<file path="config.mk">
export PLATFORM = sky130hd
export DESIGN_NAME = lhbp_ram
export DESIGN_NICKNAME = d
export VERILOG_FILES = /design/src/rtl/lhbp_ram.sv
export SDC_FILE = /design/constraint.sdc
export NUM_CORES = 1
export LEC_CHECK = 0
export BUFFER_PORTS_ARGS = -buffer_cell sky130_fd_sc_hd__clkbuf_2
export CORE_MARGIN = 5
export CORE_UTILIZATION = 45
export DETAILED_ROUTE_END_ITERATION = 8
export PLACE_DENSITY = 0.62
export SLEW_MARGIN = 20
export SYNTH_ARGS = -nofsm -noshare
export SYNTH_HDL_FRONTEND = slang
export SYNTH_SLANG_ARGS = --single-unit
</file>
<file path="constraint.sdc">
create_clock -name clk -period 1.5 [get_ports clk]
set_clock_uncertainty 0.05 [all_clocks]
set_input_delay 0.075 -clock clk [delete_from_list [all_inputs] [get_ports clk]]
set_output_delay 0.075 -clock clk [all_outputs]
set_load 0.1 [all_outputs]
</file>
<file path="src/rtl/lhbp_ram.sv">
// Simple dual-port RAM: one write port, one read port with registered data.
module lhbp_ram #(
  parameter int WIDTH     = 8,
  parameter int ADDR_BITS = 4
) (
  input  logic                 clk,
  input  logic                 we,
  input  logic [ADDR_BITS-1:0] waddr,
  input  logic [WIDTH-1:0]     wdata,
  input  logic                 re,
  input  logic [ADDR_BITS-1:0] raddr,
  output logic [WIDTH-1:0]     rdata
);

  logic [WIDTH-1:0] mem [2**ADDR_BITS];

  always_ff @(posedge clk) begin
    if (we) begin
      mem[waddr] <= wdata;
    end
    if (re) begin
      rdata <= mem[raddr];
    end
  end

endmodule

</file>
## Word-level counts from Yosys, hierarchy flattened

Memory sizes are Yosys's and may differ from the RTL's. A register that Yosys moved wholly into a read port is not among the register bits.
Index checks and enable logic that the tools add are counted.

| operators by class | value |
|---|---|
| muxes and demuxes | 2 |

Operators with widths:

| operator | count |
|---|---|
| 2-to-1 mux 1 bit | 2 |

| word-level totals | value |
|---|---|
| register bits after elaboration | 0 |
| bits in writable memories | 128 |
| bits of input ports | 19 |
| output and inout bits | 8 |
| word-level logic and storage cells | 3 |
| memories | 1 |

Memories:

| memory | depth | width | rd ports | clocked after memory_dff | wr ports | line | RTL |
|---|---|---|---|---|---|---|---|
| mem | 16 | 8 | 1 | 1 | 1 | 15 | `logic [WIDTH-1:0] mem [2**ADDR_BITS];` |

## Logic depth before layout (Yosys ltp)

Gate-level depths: netlist of the first run.

| logic depth | value |
|---|---|
| word-level depth | 2 |
| depth in mapped cells | 5 |
| mapped depth without buffers | 3 |

## Worst setup path before layout of the first run

OpenSTA, ideal clock, no wires.

| timing path | value |
|---|---|
| kind | input-to-reg |
| start point | input waddr[2] |
| end point | memory mem[0][0] (enable) |
| setup time | 383 ps |
| arrival | 1185 ps |
| data required time | 1067 ps |
| setup slack | -118 ps |
| stages | 2 |
| path buffers | 0 |
| cell sequence | or3b_2 -> nor3_1 |

RTL lines:

| item | line | RTL |
|---|---|---|
| start: declaration | 8 | `input logic [ADDR_BITS-1:0] waddr,` |
| end: declaration | 15 |  |

Straight into the memory's write port.

==> impl_metrics.tcl, run 1 <==
set metrics [dict create \
    status "complete, no violations" \
    cp.arrival_ns 1.60 \
    synth_nets 248 \
    end_kind "register" \
    grt_pass1_wl_mm 15.2 \
    relSlewSlack_pct 40.7 \
    synthTopCellsByArea "edfxtp_1, mux4_2, mux4_1, a22oi_1, nor2_1" \
    ys.flop_type "edfxtp_1" \
    htreeDepth 4 \
    start_util_pct 45.8 \
    drc_errors 0 \
    async_reset_ff_share_pct 0 \
    synth-edff-count 136 \
    rsz0062_at_grt "yes" \
    io_pins 27 \
    worst_slack_ns 0.00272 \
    cts_root_buf "clkbuf_16" \
    antenna_found_initial 0 \
    crit_fanout 1 \
    grt_max_degree 24 \
    die_h_um 118 \
    hpwl_mm 6.46 \
    drtIter0Drc 212 \
    nets 308 \
    drt_wl_total_mm 9.61 \
    syn_area_um2 5230 \
    fmax_mhz 668 \
    hold_class "in2reg" \
    crit_type "reg2reg" \
    fp.dieArea_um2 13900 \
    cts.sinks 136 \
    max-cap-violations 0 \
    cts_tree "built" \
    yosysWarnings 0 \
    grt_pass1_vias 2567 \
    worst_pin_slew_ns 0.886 \
    fill_cells 877 \
    rows 39 \
    synth_cells 229 \
    synthTopCellsByCount "edfxtp_1, mux4_2, a22oi_1, mux4_1, nor2_1" \
    die_w_um 118 \
    cts.clk_slew.worst_paths_ns 0.05 \
    port_buffers 26 \
    timing.final.hold_violations 0 \
    drtAntennaViolNets 0 \
    cts_buffers 17 \
    grt-ovfl-total 0 \
    holdWs_ns 0.0180 \
    seq_area_frac_synth_pct 78.1 \
    ys_seq_elements 136 \
    finalSetupViolCount 0 \
    slew_viol_final 0 \
    p_leak_uw 0.00212 \
    drive_gt1_share_pct 37.7 \
    dp_slack_ns -0.176 \
    placed_cells 413 \
    p_per_area_nw_per_um2 1440 \
    yosysMostFrequentCell "edfxtp_1" \
    fin_crit_sh_pct 99.8 \
    wl_per_cell_um 21.6 \
    synth_top_area_share_pct 78.1 \
    cts.path.max_buffers 2 \
    grt_use_total_pct 14.8 \
    fin_cells 445 \
    yosysTopAreaCell "edfxtp_1" \
    period_needed_ns 1.50 \
    diodes 0 \
    cts_setup_buffers 0 \
    syn_area_per_cell_um2 22.8 \
    syn_to_final_growth_pct 20.3 \
    insertion_delay_ns 0.41 \
    vdd_ir_drop_max_mv 0.790 \
    vias 2430 \
    worstPathRequired_ns 1.61 \
    coreArea_um2 11400 \
    gp_congestion 0.760 \
    setup.worst_path.start_class "register" \
    via_per_inst 5.46 \
    ys_types 18 \
    first_pass_iters 4 \
]
[power breakdown]
part / internal, uW / switching [uW]
clock: 2770 / 1470
combinational: 179 / 359
sequential: 4280 / 23.4
total: 7230 / 1850
[repair_timing]
| action | 4_1_cts | 5_1_grt |
|---|---|---|
| pin swaps | 2 | 5 |
| hold buffers | 0 | 0 |
| endpoints found under the setup margin | 5 | 8 |
| resized for setup | 6 | 8 |
[worst max-delay path, stage by stage (launching register included)]
cell	delay [ns]
edfxtp_1	0.35
mux4_2	0.50
a22oi_1	0.26
nand2_1	0.08
[cells in the final DEF (no fill, tap or decap), drive strengths merged, types with 2 or more instances in the layout]
cell      count
mux4         32
nand3b        2
nand2         9
a22oi        16
edfxtp      136
buf          25
nor2         13
nand2b        2
nor3          4
bufinv        4
clkinv        6
clkinvlp      3
clkbuf       45
[final cells by class]
class,count,area (um^2),share of cell area [%]
flip-flops and latches,136,4080,64.9
multi-input cells,83,1070,17.0
clock buffers,19,433,6.88
repair buffers,51,343,5.45
clock inverters,13,179,2.85
well taps,143,179,2.85
[routing by layer]
metal | up-vias | routed length, um | GRT usage [%]
met4 | 0 | 119 | 5.59
met1 | 1236 | 4260 | 20.2
li1 | 1099 | - | -
met3 | 11 | 556 | 4.66
met5 | - | 0 | 0
met2 | 84 | 4670 | 22.6
[per-stage QoR]
stage          setup TNS, ns  total power (uW)  util [%]  area [um^2]
6_report                   0              9080      55.1         6290
5_1_grt               -0.118              9370      55.1         6290
4_1_cts                    0              9160      55.2         6300
3_5_place_dp           -1.11              4920      49.6         5670
3_3_place_gp           -1.14              4910      49.6         5670
2_1_floorplan              0              4730         -         5230
[flip-flops by register name (all words and copies together), names as in the netlist]
name and cells:
rdata 8, mem 128
[cells by family after synthesis]
family                 count (synthesis)  share of synthesized area, %
DFF                                  136                          78.1
AOI/OAI and AO/OA                     16                          2.30
buffers and inverters                 10                          1.65
muxes                                 32                          14.8
and+or+nand+nor                       35                          3.14
[worst paths after layout]
kind | startpoint | to | slack [ns] | depth (start not counted)
max | mem[7][6] | rdata[6] | 0.003 | 3
min | wdata[3] | mem[0][3] | 0.02 | 1
min reg2reg | mem[14][6] | rdata[6] | 0.70 | 3
max reg2reg | mem[7][6] | rdata[6] | 0.003 | 3
(Power assumes the default switching activity.)
==> run 2, diff against run 1 <==
--- a/config.mk
+++ b/config.mk
@@ -10,6 +10,7 @@
 export CORE_UTILIZATION = 45
 export DETAILED_ROUTE_END_ITERATION = 8
 export PLACE_DENSITY = 0.62
+export RECOVER_POWER = 25
 export SLEW_MARGIN = 20
 export SYNTH_ARGS = -nofsm -noshare
 export SYNTH_HDL_FRONTEND = slang
==> impl_metrics.tcl, run 2 (synthesis results as in run 1) <==
set metrics [dict create \
    drt_wl_total_mm 9.61 \
    die_w_um 118 \
    fp.dieArea_um2 13900 \
    grt_pass1_wl_mm 15.2 \
    grt-ovfl-total 0 \
    final_area_um2 6280 \
    max-cap-violations 0 \
    fmax_mhz 668 \
    cts.clk_slew.worst_paths_ns 0.06 \
    end_kind "register" \
    cts.path.max_buffers 2 \
    cts_buffers 17 \
    crit_chain "mux4_2 -> a22oi_1 -> nand2_1" \
    crit_fanout 1 \
    wl_per_cell_um 21.6 \
    worst_pin_slew_ns 0.889 \
    cts_tree "built" \
    vdd_ir_drop_max_mv 0.791 \
    first_pass_iters 4 \
    mostFrequentLayoutCells "edfxtp_1, mux4_2, buf_4" \
    vias 2432 \
    drtIter0Drc 215 \
    largest_register_ffs 128 \
    top_regs "mem x128, rdata x8" \
    syn_to_final_growth_pct 20.2 \
    r2r_slack_ns 0.003 \
    setup_tns_ns 0 \
    hold_class "in2reg" \
    slew_viol_final 0 \
    worst_slack_ns 0.00281 \
    top_register "mem" \
    status "complete, no violations" \
    place_area_um2 5670 \
    cts_root_buf "clkbuf_16" \
    rows 39 \
    setup.worst_path.start_class "register" \
    coreArea_um2 11400 \
    io_pins 27 \
    power.total_uw 9070 \
    p_per_area_nw_per_um2 1440 \
    fin_util_pct 55.0 \
    finalSetupViolCount 0 \
    hpwl_mm 6.46 \
    insertion_delay_ns 0.41 \
    via_per_inst 5.47 \
    relSlewSlack_pct 40.5 \
    timing.final.hold_violations 0 \
    p_leak_uw 0.00211 \
    max_stage_delay_ns 0.50 \
    drtAntennaViolNets 0 \
    grt_pass1_vias 2567 \
    gp_congestion 0.760 \
    diodes 0 \
    drc_errors 0 \
    worstPathRequired_ns 1.61 \
    die_h_um 118 \
    drive_gt1_share_pct 36.1 \
    grt_max_degree 24 \
    cts_setup_buffers 0 \
    antenna_found_initial 0 \
    dp_slack_ns -0.176 \
    htreeDepth 4 \
    final_common_cell "edfxtp_1" \
    nets 308 \
    period_needed_ns 1.50 \
    crit_type "reg2reg" \
    cp.arrival_ns 1.60 \
    fin_crit_sh_pct 99.8 \
    port_buffers 26 \
    start_util_pct 45.8 \
    crit_slowest_cell "mux4_2" \
    cts.sinks 136 \
    grt_use_total_pct 14.8 \
    rsz0062_at_grt "yes" \
]
-- run 2: worst max-delay path, delay by kind of cell, from the launching register on --
family           cells  cell delay, ns
multiplexers         1            0.50
flip-flops           1            0.35
AND/OR/NAND/NOR      1            0.08
AO/OA/AOI/OAI        1            0.26
-- run 2: what timing repair did --
action,in CTS,in global routing
resized for setup,6,8
pin swaps,2,5
setup endpoints to repair,5,8
hold buffers,0,0
-- run 2: layout make-up --
| class | instances | area [um^2] |
|---|---|---|
| multi-input combinational | 83 | 1070 |
| tap | 143 | 179 |
| clock inverter | 13 | 179 |
| clock buffer | 19 | 433 |
| fill | 881 | 5140 |
| timing repair buffer | 51 | 337 |
| sequential | 136 | 4080 |
-- run 2: final timing paths --
check | from | end | cells past startpoint
worst max-delay path | mem[7][6] | rdata[6] | 3
worst min-delay path | re | rdata[2] | 1
worst max register to register | mem[7][6] | rdata[6] | 3
worst min register to register | mem[14][6] | rdata[6] | 3
-- run 2: per-layer routing --
layer	up-vias	part of all wire, %	track usage, %
met5	-	0	0
met4	0	1.3	5.59
met3	12	6.0	4.66
met2	84	49	22.6
met1	1236	44	20.2
li1	1100	-	-
-- run 2: where the power goes --
| group | switching [uW] | total [uW] | leakage [uW] | internal, uW |
|---|---|---|---|---|
| Sequential | 23.7 | 4310 | 0.00124 | 4280 |
| Clock | 1460 | 4230 | 0.000290 | 2770 |
| Combinational | 359 | 536 | 0.000579 | 177 |
| Total | 1850 | 9070 | 0.00211 | 7230 |
-- run 2: stage by stage --
step	std cells	hold slack [ns]
detailed placement	413	0.442
finish	445	0.0373
CTS	445	0.0105
floorplan	229	0.124
global placement	413	0.444
global route	445	0.0260
